$ cat src/ufrc_pkg.sv
// Shared types, sizes and helpers of the union-find engine.
// Used by the controller, the datapath and the top level; depends on nothing.
package ufrc_pkg;

    // Table size and field widths
    localparam int NODES    = 1024;
    localparam int NODE_W   = $clog2(NODES);
    localparam int FIELD_W  = 10;
    localparam int RANK_W   = 4;
    localparam int RANK_MAX = 15;

    typedef logic [NODE_W-1:0]  node_t;
    typedef logic [FIELD_W-1:0] field_t;
    typedef logic [RANK_W-1:0]  rank_t;

    // Commands from the controller to the datapath
    typedef struct packed {
        logic clear_step;  // write one reset entry, advance the sweep
        logic start_a;     // capture the transaction, start walking from node_a
        logic start_b;     // start walking from node_b
        logic walk;        // follow one parent link
        logic root_take;   // latch the root, restart at the path start
        logic compress;    // point one path node at the root, advance
        logic link;        // join the two roots
        logic result;      // load the output register
        logic phase_b;     // walk in progress belongs to node_b
    } ufrc_cmd_t;

    // Status from the datapath to the controller
    typedef struct packed {
        logic clr_last;    // sweep at the last entry
        logic root_found;  // node read points at itself
        logic at_top;      // compression reached the root
        logic is_union;    // captured operation is a union
        logic out_free;    // output register can take a result
    } ufrc_sts_t;

    // Reduce a node field modulo NODES by binary long division
    function automatic node_t node_reduce(input field_t raw);
        logic [31:0] rem;
        rem = 32'(raw);
        for (int k = FIELD_W - 1; k >= 0; k--) begin
            if (rem >= (32'(NODES) << k)) begin
                rem = rem - (32'(NODES) << k);
            end
        end
        return NODE_W'(rem);
    endfunction

    // Fit a node index into the result field
    function automatic field_t root_field(input node_t n);
        logic [31:0] wide;
        wide = 32'(n);
        return wide[FIELD_W-1:0];
    endfunction

endpackage

$ cat src/ufrc_ctrl.sv
// Controller of the union-find engine: sequences clear, walk, compress, link, result.
// Depends on ufrc_pkg; drives the datapath through ufrc_cmd_t.
module ufrc_ctrl import ufrc_pkg::*; (
    input  logic      aclk,
    input  logic      aresetn,
    input  logic      s_valid,
    output logic      s_ready,
    input  ufrc_sts_t sts,
    output ufrc_cmd_t cmd
);

    typedef enum logic [5:0] {
        ST_CLEAR    = 6'b000001,
        ST_IDLE     = 6'b000010,
        ST_WALK     = 6'b000100,
        ST_COMPRESS = 6'b001000,
        ST_LINK     = 6'b010000,
        ST_RESULT   = 6'b100000
    } state_t;

    state_t state_reg, state_next;
    logic   phase_b_reg, phase_b_next;

    // Hold state and walk phase
    always_ff @(posedge aclk) begin
        if (!aresetn) begin
            state_reg   <= ST_CLEAR;
            phase_b_reg <= 1'b0;
        end else begin
            state_reg   <= state_next;
            phase_b_reg <= phase_b_next;
        end
    end

    assign s_ready = (state_reg == ST_IDLE);

    // Decode the next state and the datapath commands
    always_comb begin
        cmd          = '0;
        cmd.phase_b  = phase_b_reg;
        state_next   = state_reg;
        phase_b_next = phase_b_reg;
        case (state_reg)
            ST_CLEAR: begin
                cmd.clear_step = 1'b1;
                if (sts.clr_last) begin
                    state_next = ST_IDLE;
                end
            end
            ST_IDLE: begin
                if (s_valid) begin
                    cmd.start_a  = 1'b1;
                    phase_b_next = 1'b0;
                    state_next   = ST_WALK;
                end
            end
            ST_WALK: begin
                if (sts.root_found) begin
                    cmd.root_take = 1'b1;
                    state_next    = ST_COMPRESS;
                end else begin
                    cmd.walk = 1'b1;
                end
            end
            ST_COMPRESS: begin
                if (!sts.at_top) begin
                    cmd.compress = 1'b1;
                end else if (sts.is_union && !phase_b_reg) begin
                    cmd.start_b  = 1'b1;
                    phase_b_next = 1'b1;
                    state_next   = ST_WALK;
                end else if (sts.is_union) begin
                    state_next = ST_LINK;
                end else begin
                    state_next = ST_RESULT;
                end
            end
            ST_LINK: begin
                cmd.link   = 1'b1;
                state_next = ST_RESULT;
            end
            ST_RESULT: begin
                if (sts.out_free) begin
                    cmd.result = 1'b1;
                    state_next = ST_IDLE;
                end
            end
            default: begin
                state_next = ST_IDLE;
            end
        endcase
    end

    // The clearing sweep runs once after reset
    a_clear_once: assert property (@(posedge aclk) disable iff (!aresetn)
        state_reg != ST_CLEAR |=> state_reg != ST_CLEAR)
        else $error("clearing sweep re-entered");

    // An accepted transaction starts a walk
    a_accept_walk: assert property (@(posedge aclk) disable iff (!aresetn)
        s_valid && s_ready |=> state_reg == ST_WALK && !phase_b_reg)
        else $error("accepted transaction did not start a walk");

    // Linking follows both walks of a union
    a_link_union: assert property (@(posedge aclk) disable iff (!aresetn)
        state_reg == ST_LINK |-> sts.is_union && phase_b_reg)
        else $error("link without two finished walks");

endmodule

$ cat config.mk
export PLATFORM = sky130hd
export DESIGN_NAME = ufrc_ctrl
export DESIGN_NICKNAME = d
export VERILOG_FILES = /design/src/ufrc_pkg.sv /design/src/ufrc_ctrl.sv
export SDC_FILE = /design/constraint.sdc
export NUM_CORES = 1
export LEC_CHECK = 0
export BUFFER_PORTS_ARGS = -buffer_cell sky130_fd_sc_hd__buf_2
export CAP_MARGIN = 25
export CORE_AREA = 2 2 39 41
export CTS_BUF_LIST = sky130_fd_sc_hd__clkbuf_4 sky130_fd_sc_hd__clkbuf_8 sky130_fd_sc_hd__clkbuf_16
export CTS_CLUSTER_SIZE = 30
export DETAILED_ROUTE_END_ITERATION = 6
export DIE_AREA = 0 0 41 43
export PLACE_DENSITY_LB_ADDON = 0.05
export SLEW_MARGIN = 20
export SYNTH_ARGS = -nofsm -noshare
export SYNTH_HDL_FRONTEND = slang
export SYNTH_SLANG_ARGS = --single-unit
$ cat constraint.sdc
create_clock -name aclk -period 3.5 [get_ports aclk]
set_clock_uncertainty 0.2 [all_clocks]
set_input_delay 0.7 -clock aclk [delete_from_list [all_inputs] [get_ports aclk]]
set_output_delay 0.7 -clock aclk [all_outputs]
set_load 0.02 [all_outputs]
==> results of run 1 <==
==> cell families after synthesis <==
| kind of cell | Yosys count | synth area share [%] |
|---|---|---|
| compound gates | 9 | 16.19 |
| simple gates | 32 | 47.11 |
| buf+inv | 4 | 4.336 |
| flops | 7 | 32.37 |
==> path summary, 6_finish.rpt <==
| path | start | endpoint | slack [ps] | cells after the start |
|---|---|---|---|---|
| max | state_reg[2]$_SDFFE_PN0P_ | cmd[6] | 610 | 4 |
| min | phase_b_reg$_SDFFE_PN0P_ | state_reg[4]$_SDFFE_PN0P_ | 310 | 1 |
| max reg2reg | state_reg[2]$_SDFFE_PN0P_ | state_reg[4]$_SDFFE_PN0P_ | 1400 | 4 |
| min reg2reg | phase_b_reg$_SDFFE_PN0P_ | state_reg[4]$_SDFFE_PN0P_ | 310 | 1 |
==> area by class of cell <==
cell class / count / area, um^2
clock buffers: 4 / 30.03
fillers: 160 / 823.3
inverters: 3 / 11.26
multi-input cells: 41 / 274.0
flip-flops and latches: 7 / 140.1
well taps: 16 / 20.02
repair buffers: 17 / 85.08
==> worst max-delay path: stages (launching register included) <==
cell and delay, ps:
dfxtp_1 360, or4_1 590, or2_2 360, nor3_1 230
buf_2 210
==> power by group <==
group / leakage, nW / internal, mW / switching (mW) / total [mW]
logic: 0.204 / 0.0138 / 0.0158 / 0.0296
clock network: 0.0184 / 0.0512 / 0.0285 / 0.0797
registers: 0.0571 / 0.0825 / 0.00416 / 0.0867
==> cell usage in the layout (no fill, tap or decap), types with 2 or more instances in the layout <==
master,synthesis,routed
dfxtp_1,7,7
buf_2,0,17
nor3b_1,4,4
and3_1,2,2
nor4b_1,2,2
o21ai_0,2,2
nand2b_1,3,3
inv_1,3,3
nand2_1,4,4
nor2_1,6,6
clkbuf_4,0,4
==> stage by stage <==
step,utilization (%),setup WS [ps]
after floorplan,-,717.4
after global placement,38.34,910.8
after detailed placement,38.34,882.2
after CTS,40.51,600.7
after global routing,40.51,475.5
final,40.51,605.4
==> layer usage <==
layer  track usage [%]  up-vias
met4             8.000        0
met1             18.77      205
met2             20.94        9
met3             1.571        2
met5                 0        -
li1                  -      231
==> cells in the mapped netlist (2+ instances only) <==
master	number
o21ai_0	2
nor4b_1	2
inv_1	3
nand2b_1	3
and3_1	2
nand2_1	4
dfxtp_1	7
nor2_1	6
nor3b_1	4
==> metrics, run 1 <==
status=completed; setup TNS=0 ps; grt total ovfl=0; critical setup path kind=flop to output port; vias in the first global route=429; largest net degree at the start of global routing=10; Slew HR=69.09%; CTS sink count=7; Max Buffers Root-to-Sink=2; post-synthesis cell area=432.9 um^2; min Tclk post-route=2895 ps; synthesized flop and latch total=7; met1 wire length=448 um; Worst-path clk slew=50 ps; final setup fails=0; sequential share of the synthesized area=32.37%; leakage=0.2794 nW; Resize count post-CTS=0; number of I/O port buffers=17; syn_nets=60; clk_lat worst skew=240 ps; Placed Cells=84; max reg flops=6; worst vdd ir=194.5 uV; Fmax=0.3455 GHz; CP required=2600 ps; ANT nets after route=0; CTS tree=done; Yosys top cell by area=dfxtp_1; DR vias=447; diodes inserted=0; Finished Layout Cells=88; DR top layer=met4; vias per cell=5.080; largest cells by area after synthesis=dfxtp_1 32%, nor3b_1 6.9%, nor2_1 5.2%; Die Wd=41 um; Power, Total=195.9 uW; Hold Path Class=flop to flop; TritonCTS Buffers=3; wire per inst=11.47 um; Worst Max-Slew Pin Slew=459.5 ps; Root Buffer=clkbuf_4; DIE AREA=1763 um^2; share of cells above drive strength 1=34.72%; P&R area growth vs syn=29.48%; hold buffer count at cts=0; post-layout net count=81; EDFF count, synth=0; initial antenna violation count=0; num rows=14; Core Region=1384 um^2; Cells after Synth=52; Max Slew Vio Count=0; Total GRT Usage=14.08%; met2 WL post-DR=511 um; type of destination of the critical path=output port; power per cell area=349.5 nW/um^2; Netlist cell types=28; IO Count=18; Hold Worst Slack=314.3 ps; DRT iter0 DRCs=6; post-synth top area share=32.37%; crit path max fanout=9; DP Area=530.5 um^2; Routability Congestion=0.7556; first-pass GRT wire length=1718 um; Detailed Place HPWL=821.3 um; final worst-path cycle share=82.70%; final routed DRC violation total=0; Pre-Repair DR Iteration Count=4; final instance area=560.5 um^2; routed wire length=1009 um; H-tree Lvls=1; met3 routed WL=44 um; Die Height=43 um; total of max-cap violations=0; synthesis warning total=0; Hold Violations, Final=0; unrepaired setup endpoints after global routing=no; Initial Util=31.28%; syn_area_per_cell=8.325 um^2; Post-synth ARST share=0%; Worst Path Arrival=1990 ps; commonest register cell after synthesis=dfxtp_1; Setup crit start kind=flop; postcts setup bufs=0
No activity file was read; power rests on OpenSTA's default activity.
==> run 2, diff against run 1 <==
==> constraint.sdc (replaced) <==
create_clock -name aclk -period 2.8 [get_ports aclk]
set_clock_uncertainty 0.2 [all_clocks]
set_input_delay 0.56 -clock aclk [delete_from_list [all_inputs] [get_ports aclk]]
set_output_delay 0.56 -clock aclk [all_outputs]
set_load 0.02 [all_outputs]
==> run 2 against run 1 <==
  * Register-to-register slack lost 710 ps
  * Die area unchanged
  * Core utilization up 0.72 points
  * Global-route usage stayed put
  * Sequential power grew 25%
  * Critical path type unchanged
==> metrics, run 2 (synthesis gave the netlist of run 1 again) <==
final worst-path cycle share=96.56%; crit path cell chain=or4_1 > or2_2 > nor3_2 > buf_2; CP required=2040 ps; Root Buffer=clkbuf_4; wire per inst=11.48 um; Total GRT Usage=14.08%; Die Wd=41 um; commonest non-fill, non-tap cell in the layout=buf_2; Slew HR=69.08%; ANT nets after route=0; CTS sink count=7; num rows=14; family with the most delay on the worst path=simple AND/OR/NAND/NOR gates; number of I/O port buffers=17; Setup crit start kind=flop; critical setup path kind=flop to output port; Max stage delay cell, worst path=or4_1; Max Slew Vio Count=0; final instance area=570.5 um^2; max incr delay on CP=590 ps; Hold Violations, Final=0; Worst Max-Slew Pin Slew=459.6 ps; DR vias=450; power per cell area=429.9 nW/um^2; crit path max fanout=9; Pre-Repair DR Iteration Count=4; Clock Power Share=40.4%; total of max-cap violations=0; DRT iter0 DRCs=6; combinational power share=15.4%; Routability Congestion=0.7556; Worst-path clk slew=50 ps; WP depth=4; hold buffer count at cts=0; H-tree Lvls=1; P_sw=60.61 uW; Initial Util=31.28%; Worst Hold Path Cells=1; first-pass GRT wire length=1718 um; CTS tree=done; Int Power=184.7 uW; share of cells above drive strength 1=37.50%; Fmax=0.3699 GHz; Hold Path Class=flop to flop; post-layout net count=81; final setup fails=0; final routed DRC violation total=0; CP Buf/Inv Count=1; leakage=0.2821 nW; Seq pwr share=44.2%; Worst Path Arrival=1940 ps; Worst R2R Path Depth=4; DP Area=530.5 um^2; IO Count=18; DIE AREA=1763 um^2; min Tclk post-route=2704 ps; status=completed; most frequent cells in the layout=17 x buf_2, 7 x dfxtp_1, 6 x nor2_1, 4 x nand2_1, 4 x clkbuf_4; Detailed Place HPWL=821.3 um; Die Height=43 um; initial antenna violation count=0; clk_lat worst skew=240 ps; P&R area growth vs syn=31.79%; diodes inserted=0; largest net degree at the start of global routing=10; TritonCTS Buffers=3; grt total ovfl=0; Core Region=1384 um^2; vias in the first global route=429; Max Buffers Root-to-Sink=2; routed wire length=1010 um; vias per cell=5.114; max reg flops=6; worst vdd ir=243.9 uV; setup TNS=0 ps; switching part of the total=24.71%; type of destination of the critical path=output port
[run 2: cell count changes in the layout (fill, tap and decap cells not counted)]
cell     delta
nor3b_2     +1
nor3_1      -1
nor3b_1     -1
nor3_2      +1
[run 2: per-stage QoR]
step / util [%] / worst slack, ps / cells / hold WS (ps) / power [mW]
6_report: 41.23 / 96.23 / 88 / 319.8 / 0.2453
5_1_grt: 41.23 / -8.569 / 88 / 338.4 / 0.2605
4_1_cts: 40.51 / 40.72 / 88 / 317.8 / 0.2482
3_5_place_dp: 38.34 / 322.2 / 84 / 310.8 / 0.1472
3_3_place_gp: 38.34 / 350.8 / 84 / 311.9 / 0.1480
2_1_floorplan: - / 157.4 / 52 / 288.4 / 0.1326
[run 2: area by class of cell]
type	count	area, um^2
well taps	16	20.02
multi-input cells	41	284.0
fillers	159	813.3
flip-flops and latches	7	140.1
repair buffers	17	85.08
clock buffers	4	30.03
inverters	3	11.26
[run 2: path summary, 6_finish.rpt]
kind                                           startpoint                         to  slack, ps
worst max-delay path            state_reg[2]$_SDFFE_PN0P_                     cmd[6]        100
worst min-delay path             phase_b_reg$_SDFFE_PN0P_  state_reg[4]$_SDFFE_PN0P_        320
worst max register to register  state_reg[2]$_SDFFE_PN0P_  state_reg[4]$_SDFFE_PN0P_        690
worst min register to register   phase_b_reg$_SDFFE_PN0P_  state_reg[4]$_SDFFE_PN0P_        320
[run 2: routing by layer]
metal | up-vias | share of wire, % | track usage [%]
li1 | 233 | - | -
met1 | 206 | 45 | 18.77
met2 | 9 | 50 | 20.94
met3 | 2 | 4.4 | 1.571
met4 | 0 | 0.50 | 8.000
met5 | - | 0 | 0
[run 2: what timing repair did]
| action | CTS | global route |
|---|---|---|
| gates resized for setup | 0 | 2 |
| buffers inserted | 0 | 0 |
| setup endpoints to repair | 0 | 2 |
[run 2: power groups by stage]
stage	registers, mW	logic, mW	clock network (mW)
finish	0.108	0.0377	0.0991
global route	0.110	0.0415	0.109
CTS	0.108	0.0373	0.103
detailed placement	0.110	0.0369	0
global placement	0.111	0.0374	0
floorplan	0.109	0.0236	0
==> run 3, diff against run 2 <==
--- a/config.mk
+++ b/config.mk
@@ -7,11 +7,11 @@
 export LEC_CHECK = 0
 export BUFFER_PORTS_ARGS = -buffer_cell sky130_fd_sc_hd__buf_2
 export CAP_MARGIN = 25
-export CORE_AREA = 2 2 39 41
+export CORE_AREA = 2 2 41 43
 export CTS_BUF_LIST = sky130_fd_sc_hd__clkbuf_4 sky130_fd_sc_hd__clkbuf_8 sky130_fd_sc_hd__clkbuf_16
 export CTS_CLUSTER_SIZE = 30
 export DETAILED_ROUTE_END_ITERATION = 6
-export DIE_AREA = 0 0 41 43
+export DIE_AREA = 0 0 43 45
 export PLACE_DENSITY_LB_ADDON = 0.05
 export SLEW_MARGIN = 20
 export SYNTH_ARGS = -nofsm -noshare
==> run 3 against run 2 <==
  * Sequential power about the same
  * Critical path type unchanged
  * Register-to-register slack got worse by 20 ps
  * Clock power about the same
==> metrics, run 3 (synthesis gave the netlist of run 1 again) <==
status=completed; DRT iter0 DRCs=12; vias in the first global route=423; Worst Max-Slew Pin Slew=396.3 ps; number of I/O port buffers=17; clk_lat worst skew=250 ps; Worst-path clk slew=50 ps; initial antenna violation count=0; Max Buffers Root-to-Sink=2; worst vdd ir=207.1 uV; unrepaired setup endpoints after global routing=no; IO Count=18; ANT nets after route=0; max reg flops=6; most frequent cells in the layout=17 x buf_2, 7 x dfxtp_1, 6 x nor2_1, 4 x nand2_1, 4 x clkbuf_4; CP required=2040 ps; postcts setup bufs=0; Finished Layout Cells=88; Worst R2R Path Depth=4; Placed Cells=84; Hold Violations, Final=0; num rows=14; Initial Util=29.42%; Total GRT Usage=13.38%; critical setup path kind=flop to output port; Max Slew Vio Count=0; type of destination of the critical path=output port; Core Region=1471 um^2; setup TNS=0 ps; Routability Congestion=0.7495; DR vias=470; CTS sink count=7; Detailed Place HPWL=829.4 um; total of max-cap violations=0; Hold Path Class=flop to flop; wire per inst=12.36 um; Fmax=0.3718 GHz; TritonCTS Buffers=3; Slew HR=73.34%; crit path max fanout=9; final routed DRC violation total=0; Worst Hold Path Cells=1; Die Height=45 um; grt total ovfl=0; leakage=0.2832 nW; diodes inserted=0; Die Wd=43 um; min Tclk post-route=2690 ps; Setup crit start kind=flop; first-pass GRT wire length=1856 um; routed wire length=1088 um; P&R area growth vs syn=32.66%; Worst Path Arrival=1930 ps; CTS tree=done; Pre-Repair DR Iteration Count=4; commonest non-fill, non-tap cell in the layout=buf_2; final setup fails=0; power per cell area=435.2 nW/um^2; post-layout net count=81; vias per cell=5.341; final worst-path cycle share=96.06%; largest net degree at the start of global routing=10; DIE AREA=1935 um^2; H-tree Lvls=1; Root Buffer=clkbuf_4; share of cells above drive strength 1=38.89%
-- run 3: cell counts in the layout (fill, tap and decap cells not counted) --
No cell type changed its count.
-- run 3: path summary, 6_finish.rpt --
| kind | start | end | slack, ps |
|---|---|---|---|
| worst max register to register | state_reg[2]$_SDFFE_PN0P_ | state_reg[4]$_SDFFE_PN0P_ | 670 |
| worst max-delay path | state_reg[2]$_SDFFE_PN0P_ | cmd[6] | 110 |
| worst min register to register | phase_b_reg$_SDFFE_PN0P_ | state_reg[4]$_SDFFE_PN0P_ | 320 |
| worst min-delay path | phase_b_reg$_SDFFE_PN0P_ | state_reg[4]$_SDFFE_PN0P_ | 320 |
-- run 3: metrics by stage --
stage	area, um^2	utilization, %	setup slack (ps)	hold slack (ps)	power (mW)
2_1_floorplan	432.9	-	157.4	288.4	0.1326
3_3_place_gp	530.5	36.05	345.5	314.6	0.1485
3_5_place_dp	530.5	36.05	317.1	306.0	0.1478
4_1_cts	560.5	38.10	33.92	313.5	0.2519
5_1_grt	574.3	39.03	4.182	319.9	0.2671
6_report	574.3	39.03	110.4	321.5	0.2499
-- run 3: critical path: stages, from the launching register on --
cell	delay, ps
dfxtp_1	380
or4_4	570
or2_2	350
nor3_2	190
buf_2	190
-- run 3: area by class of cell --
| class | instances | area (um^2) |
|---|---|---|
| fill | 168 | 897.1 |
| clock buffer | 4 | 30.03 |
| inverter | 3 | 11.26 |
| multi-input combinational | 41 | 287.8 |
| sequential | 7 | 140.1 |
| timing repair buffer | 17 | 85.08 |
| tap | 16 | 20.02 |
-- run 3: what timing repair did --
item	4_1_cts	5_1_grt
hold buffers	0	0
setup endpoints to repair	0	2
gates resized for setup	0	3
-- run 3: per-layer routing --
metal | wire [um] | track usage [%] | up-vias
met2 | 506 | 18.79 | 24
li1 | - | - | 233
met5 | 0 | 0 | -
met1 | 484 | 17.40 | 211
met3 | 93 | 4.400 | 2
met4 | 5 | 9.091 | 0
-- run 3: where the power goes --
| group | switching [mW] | internal (mW) | total [mW] |
|---|---|---|---|
| registers | 0.00591 | 0.103 | 0.109 |
| logic | 0.0202 | 0.0188 | 0.0390 |
| clock network | 0.0379 | 0.0641 | 0.102 |
